--- config.mk ---
export PLATFORM = sky130hd
export DESIGN_NAME = chgw_orient
export DESIGN_NICKNAME = d
export VERILOG_FILES = /design/src/rtl/chgw_pkg.sv /design/src/rtl/chgw_orient.sv
export SDC_FILE = /design/constraint.sdc
export NUM_CORES = 2
export LEC_CHECK = 0
export BUFFER_PORTS_ARGS = -buffer_cell sky130_fd_sc_hd__clkbuf_2
export CELL_PAD_IN_SITES_DETAIL_PLACEMENT = 1
export CELL_PAD_IN_SITES_GLOBAL_PLACEMENT = 2
export CORE_UTILIZATION = 42
export DETAILED_ROUTE_END_ITERATION = 10
export HOLD_SLACK_MARGIN = 0.08
export PLACE_DENSITY_LB_ADDON = 0.1
export SLEW_MARGIN = 25
export SYNTH_ARGS = -nofsm -noshare
export SYNTH_HDL_FRONTEND = slang
export SYNTH_SLANG_ARGS = --single-unit
--- constraint.sdc ---
create_clock -name clk -period 10.8 [get_ports clk]
set_input_delay 0.54 -clock clk [delete_from_list [all_inputs] [get_ports clk]]
set_output_delay 0.54 -clock clk [all_outputs]
set_load 0.05 [all_outputs]
--- src/rtl/chgw_pkg.sv ---
// Shared constants and types for the gift-wrap convex hull block.
// No dependencies; imported by every module of the block.
package chgw_pkg;

  localparam int MAX_RING = 64;                    // ring items, closing one included
  localparam int IDX_W    = $clog2(MAX_RING);      // point index width
  localparam int CNT_W    = $clog2(MAX_RING + 1);  // stored point count width
  localparam int COORD_W  = 32;                    // coordinate width
  localparam int DIF_W    = COORD_W + 1;           // coordinate difference width
  localparam int MAG_W    = COORD_W;               // |difference| always fits here
  localparam int PROD_W   = 2 * MAG_W;             // product magnitude width
  localparam int ENTRY_W  = 2 * COORD_W;           // one stored point: {x, y}

  localparam int MIN_POINTS = 3;

  // result status codes
  localparam logic [1:0] ST_HULL = 2'd0;
  localparam logic [1:0] ST_FEW  = 2'd1;
  localparam logic [1:0] ST_MANY = 2'd2;

  // stage enables from the walk sequencer to the orientation datapath
  typedef struct packed {
    logic ld_dif;
    logic ld_abs;
    logic ld_m1;
    logic ld_m2;
  } chgw_stage_t;

endpackage

--- src/rtl/chgw_orient.sv ---
// Orientation test: is r strictly counterclockwise of q seen from p.
// Four registered stages, one shared 32x32 multiplier. Depends on chgw_pkg.
module chgw_orient
  import chgw_pkg::*;
(
  input  logic                      clk,
  input  chgw_stage_t               stg,
  input  logic signed [COORD_W-1:0] p_x,
  input  logic signed [COORD_W-1:0] p_y,
  input  logic signed [COORD_W-1:0] r_x,
  input  logic signed [COORD_W-1:0] r_y,
  input  logic signed [COORD_W-1:0] q_x_in,
  input  logic signed [COORD_W-1:0] q_y_in,
  output logic signed [COORD_W-1:0] q_x,
  output logic signed [COORD_W-1:0] q_y,
  output logic                      ccw
);

  logic [DIF_W-1:0]  a1_r, b1_r, a2_r, b2_r;
  logic [MAG_W-1:0]  ma1_r, mb1_r, ma2_r, mb2_r;
  logic              s1_r, s2_r;
  logic [PROD_W-1:0] m1_r, m2_r;
  logic [MAG_W-1:0]  mul_a, mul_b;
  logic [PROD_W-1:0] prod;
  logic              neg1, neg2;

  function automatic logic [MAG_W-1:0] mag_of(input logic [DIF_W-1:0] d);
    logic [DIF_W-1:0] nd;
    nd = -d;
    return d[DIF_W-1] ? nd[MAG_W-1:0] : d[MAG_W-1:0];
  endfunction

  // stage 1: differences, q latched for a later candidate update
  always_ff @(posedge clk) begin
    if (stg.ld_dif) begin
      q_x  <= q_x_in;
      q_y  <= q_y_in;
      a1_r <= {q_y_in[COORD_W-1], q_y_in} - {p_y[COORD_W-1], p_y};
      b1_r <= {r_x[COORD_W-1], r_x} - {q_x_in[COORD_W-1], q_x_in};
      a2_r <= {q_x_in[COORD_W-1], q_x_in} - {p_x[COORD_W-1], p_x};
      b2_r <= {r_y[COORD_W-1], r_y} - {q_y_in[COORD_W-1], q_y_in};
    end
  end

  // stage 2: sign and magnitude
  always_ff @(posedge clk) begin
    if (stg.ld_abs) begin
      ma1_r <= mag_of(a1_r);
      mb1_r <= mag_of(b1_r);
      ma2_r <= mag_of(a2_r);
      mb2_r <= mag_of(b2_r);
      s1_r  <= a1_r[DIF_W-1] ^ b1_r[DIF_W-1];
      s2_r  <= a2_r[DIF_W-1] ^ b2_r[DIF_W-1];
    end
  end

  // stages 3 and 4: both products through one multiplier
  // (zero-extended 32-bit magnitudes, so the product is 32x32 unsigned)
  assign mul_a = stg.ld_m2 ? ma2_r : ma1_r;
  assign mul_b = stg.ld_m2 ? mb2_r : mb1_r;
  assign prod  = PROD_W'(mul_a) * PROD_W'(mul_b);

  always_ff @(posedge clk) begin
    if (stg.ld_m1) begin
      m1_r <= prod;
    end
    if (stg.ld_m2) begin
      m2_r <= prod;
    end
  end

  // first product < second product, compared in sign-magnitude form
  assign neg1 = s1_r && (m1_r != '0);
  assign neg2 = s2_r && (m2_r != '0);

  always_comb begin
    if (neg1 != neg2) begin
      ccw = neg1;
    end else if (!neg1) begin
      ccw = m1_r < m2_r;
    end else begin
      ccw = m1_r > m2_r;
    end
  end

endmodule
Word level (Yosys, flattened, before mapping)

Cells that the tools add are included.

Memories: 0
Register bits after elaboration: 454
Input bits: 197
Word-level logic and storage cells: 40
Bits in read-only memories: 0
Memory bits (writable): 0
Output and inout bits: 65
Latch bits: 0

Order comparisons: 2
Shift operators: 0
Bitwise gates (word level): 2
Reductions and logical operators: 4
Eq/ne operators: 1
Div/mod/pow operators: 0
$mul: 1
Add/sub/neg operators: 8
Multiplexer cells: 8

Operators with widths:

| kind                | count |
|---|---|
| $mux W32            | 6 |
| $sub A32 B32 Y33    | 4 |
| $neg A32 Y32        | 4 |
| $reduce_bool A64 Y1 | 2 |
| $gt A64 B64 Y1      | 1 |
| $lt A64 B64 Y1      | 1 |
| $mul A32 B32 Y64    | 1 |
| $logic_and A1 B1 Y1 | 2 |
| $mux W1             | 2 |
| $xor A1 B1 Y1       | 2 |
| $ne A1 B1 Y1        | 1 |

Longest topological paths before layout

Depth in word-level cells: 4
Gate-level depth with buffers: 32
Mapped depth without buffers: 27

Least setup slack after synthesis

OpenSTA, ideal clock, no wires.

Path kind: in2reg
Start point: in stg[0] in the netlist's numbering
End point: reg m1_r[61], data pin
Path slack: 1,954 ps
Library setup time: 273 ps
Stages: 30
Arrival: 8,573 ps
Cells stage by stage: clkbuf_1 buf_1 buf_1 mux2i_1 clkbuf_1 nor2_1 fa_1 inv_1 fa_1 inv_1 fa_1 inv_1 fa_1 inv_1 fa_1 fa_1 fa_1 fa_1 ha_1 clkbuf_1 inv_1 o21bai_1 a21oi_1 or4_1 nand3_1 a211oi_1 o21ai_0 a21oi_1 a211oi_1 xor2_1

Word-level cells in the longest chain between the ends: 2
Elaborated cells between the ends (all ways): 3
Classes of those cells: mul: 1; mux: 2

RTL lines:

| what                        | line                                 | text |
|---|---|---|
| start, declared             | chgw_orient.sv:7                     | `input chgw_stage_t stg,` |
| $mux W32 (on tied branches) | chgw_orient.sv:59, chgw_orient.sv:60 |  |
| $mul A32 B32 Y64 *          | chgw_orient.sv:61                    | `assign prod = PROD_W'(mul_a) * PROD_W'(mul_b);` |
| via prod[61]                | chgw_orient.sv:24                    | `logic [PROD_W-1:0] prod;` |
| end signal, assigned        | chgw_orient.sv:65                    | `m1_r <= prod;` |
| end, declared               | chgw_orient.sv:22                    | `logic [PROD_W-1:0] m1_r, m2_r;` |

The timed path passes the listed nets; every way through them passes the cells marked *.
A chain may end at the register's enable or synchronous reset.

Final worst setup path

Start point: reg ma2_r[20]
End point: reg m2_r[57], data pin

Word-level cells in the longest chain between the ends: 2

RTL lines:

| what                   | line              | text |
|---|---|---|
| start, declared        | chgw_orient.sv:20 | `logic [MAG_W-1:0] ma1_r, mb1_r, ma2_r, mb2_r;` |
| start signal, assigned | chgw_orient.sv:50 | `ma2_r <= mag_of(a2_r);` |
| $mux W32               | chgw_orient.sv:59 | `assign mul_a = stg.ld_m2 ? ma2_r : ma1_r;` |
| $mul A32 B32 Y64       | chgw_orient.sv:61 |  |
| via prod[57]           | chgw_orient.sv:24 |  |
| end signal, assigned   | chgw_orient.sv:68 | `m2_r <= prod;` |
| end, declared          | chgw_orient.sv:22 |  |

The timed path passes the listed nets, and every way through them passes these cells.

==> flow_summary.yaml <==
status:
  status: "complete, no violations"
clock_network:
  cts_resized: 0
  postCtsSetupRepairBufs: 0
  clock_latency_ns: 0.70
  cts_sinks: 454
  path_clk_slew_ns: 0.06
  cts_buffers: 55
  cts_tree: "yes"
  ctsLongestPathBuffers: 3
  cts_max_level: 2
  ctsRootBufferMaster: "clkbuf_16"
  cts_hold_buffers: 41
floorplanning:
  start_util_pct: 42.30
  die_width_microns: 371.4
  dieHeight_microns: 371.4
  num_io_pins: 262
  die-area_sq_um: 137900
  coreArea_sq_um: 135500
  row_count: 135
synth:
  synthFlopType: "edfxtp_1"
  netlist_instances: 5783
  netlist.area_leader.share_pct: 31.44
  synth_most_common_cell: "inv_1"
  syn_nets: 7339
  synth.cell_area_sq_um: 57300
  netlist_top_cells_area: "fa_1, edfxtp_1, ha_1"
  synth_seq_cells: 454
  synthDistinctLibCells: 72
  ys_warn_count: 0
  seq_area_frac_synth_pct: 23.79
  async_flop_share_pct: 0
  avgSynthCellArea_sq_um: 9.908
  synthTopCellsByCount: "inv_1, fa_1, nor2_1, nand2_1, ha_1"
  yosysTopAreaCell: "fa_1"
  synth_edf_count: 454
flow_run:
  maxCapViolCount: 0
finish:
  drive_gt1_share_pct: 9.824
  fillCellCount: 15234
  layout.nets: 7598
  postLayoutCellArea_sq_um: 63510
  syn2layout_area_growth_pct: 10.85
sta:
  period_needed_ns: 9.442
  rsz0062_at_grt: "false"
  setup_violations: 0
  slew_headroom_pct: 28.31
  max_freq_mhz: 105.9
  period_share_pct: 87.42
  hold_viol_final: 0
  fin_setup_tns_ns: 0
  worstMarginPinSlew_ns: 1.053
  drv_slew: 0
  fin_skew_ns: 0.05444
global_routing:
  grt_pass1_wl_microns: 305500
  grt_antenna_before_repair: 3
  grt_pass1_vias: 47078
  grt_util_all_layers_pct: 30.27
  grt-ovfl-total: 0
  grt_max_degree: 79
setup_path:
  path_class: "reg2reg"
  cp-end-kind: "flip-flop"
  worstPathRequired_ns: 11.22
  start_kind: "flip-flop"
  critical_path_arrival_ns: 9.86
  worstPathMaxFanout: 7
detailed_routing:
  wire_per_inst_microns: 26.09
  post_drt_via_cell_ratio: 5.426
  wirelength_microns: 205400
  drc_errors: 0
  first_pass_iters: 7
  drtAntennaViolNets: 0
  via_count: 42700
  drt_iter0_markers: 2672
placement:
  place_congestion: 0.9692
  port_buffers: 261
  dpl_cell_area_sq_um: 61130
  hpwl_microns: 166600
hold_path:
  hold_class: "in2reg"
-- per-stage QoR --
stage,setup slack [ns],util (%),hold WS (ns),cells
after floorplan,1.954,-,0.4264,5783
after global placement,0.8336,45.10,0.4438,7722
after detailed placement,0.7861,45.12,0.4542,7723
after CTS,1.496,46.85,0.08121,7866
after global routing,1.030,46.88,0.1079,7868
final,1.358,46.89,0.1198,7870
-- flip-flops by register name, summed over array words and instances (netlist names), 33 cells and up --
signal	count
a1_r	33
a2_r	33
b1_r	33
b2_r	33
m1_r	64
m2_r	64
-- layout by cell type, fill, tap and decap left out, drive strengths merged, types with 9 or more instances in the layout --
| master | n |
|---|---|
| or4 | 26 |
| nand2b | 21 |
| xnor2 | 237 |
| nor2b | 30 |
| o21bai | 31 |
| nor3 | 28 |
| dlygate4sd3 | 41 |
| mux2 | 63 |
| a21oi | 190 |
| clkbuf | 324 |
| mux2i | 62 |
| o41ai | 22 |
| a21boi | 9 |
| a211oi | 14 |
| a31oi | 19 |
| fa | 900 |
| nor4 | 45 |
| edfxtp | 454 |
| and3 | 22 |
| nand3 | 32 |
| o21a | 27 |
| buf | 104 |
| clkinv | 20 |
| o21ai | 142 |
| o31ai | 40 |
| bufinv | 10 |
| inv | 1106 |
| ha | 459 |
| nand4 | 49 |
| or3 | 17 |
| xor2 | 53 |
| nor2 | 693 |
| nand2 | 561 |
| a21o | 105 |
| and2 | 17 |
| or2 | 17 |
-- area by class of cell --
type	count	area [sq um]	area share [%]
multi-input combinational	4024	38990	61.38
inverter	1103	4140	6.519
antenna	2	5.005	0.007880
sequential	454	13630	21.46
tap	1781	2228	3.508
timing repair buffer	404	2592	4.082
clock buffer	65	1414	2.226
clock inverter	37	515.5	0.8116
-- layer usage --
metal  GRT usage (%)  part of all wire (%)
met1           38.73                    41
met2           51.15                    48
met3           5.144                   6.4
met4           11.40                   4.3
met5               0                0.0083
-- worst paths after layout --
check | slack (ns) | depth (start not counted) | from | endpoint
max reg2reg | 1.36 | 25 | ma2_r[20] | m2_r[57]
max | 1.36 | 25 | ma2_r[20] | m2_r[57]
min | 0.12 | 1 | q_x_in[16] | q_x[16]
min reg2reg | 0.47 | 0 | a1_r[0] | ma1_r[0]
-- worst max-delay path: stages (launching register included) --
cell and delay (ns):
edfxtp_1 0.57, mux2i_2 0.78, buf_4 0.34, nor2_1 0.09, fa_1 0.52, fa_1 0.55
inv_1 0.05, fa_1 0.47, fa_1 0.52, inv_1 0.05, fa_1 0.57, fa_1 0.43
fa_1 0.58, inv_1 0.08, fa_1 0.49, inv_1 0.05, ha_1 0.40, nand3_1 0.18
nor4_1 0.51, o2111ai_1 0.21, nand3_1 0.30, a211oi_1 0.19, o21ai_0 0.46, a21oi_1 0.23
nor2b_1 0.20, xnor2_1 0.36
-- cells by family after synthesis --
group,after synthesis,synth area share (%)
AO/OA/AOI/OAI,680,7.728
XOR/XNOR,290,4.433
adder cells (fa/ha/maj),1359,41.47
buffers and inverters,1305,8.549
flip-flops,454,23.79
multiplexers,125,2.321
AND/OR/NAND/NOR,1570,11.71
Power is left out: the tool's default activity adds up to more than one toggle a clock period on the data nets, which glitch-free logic cannot reach.
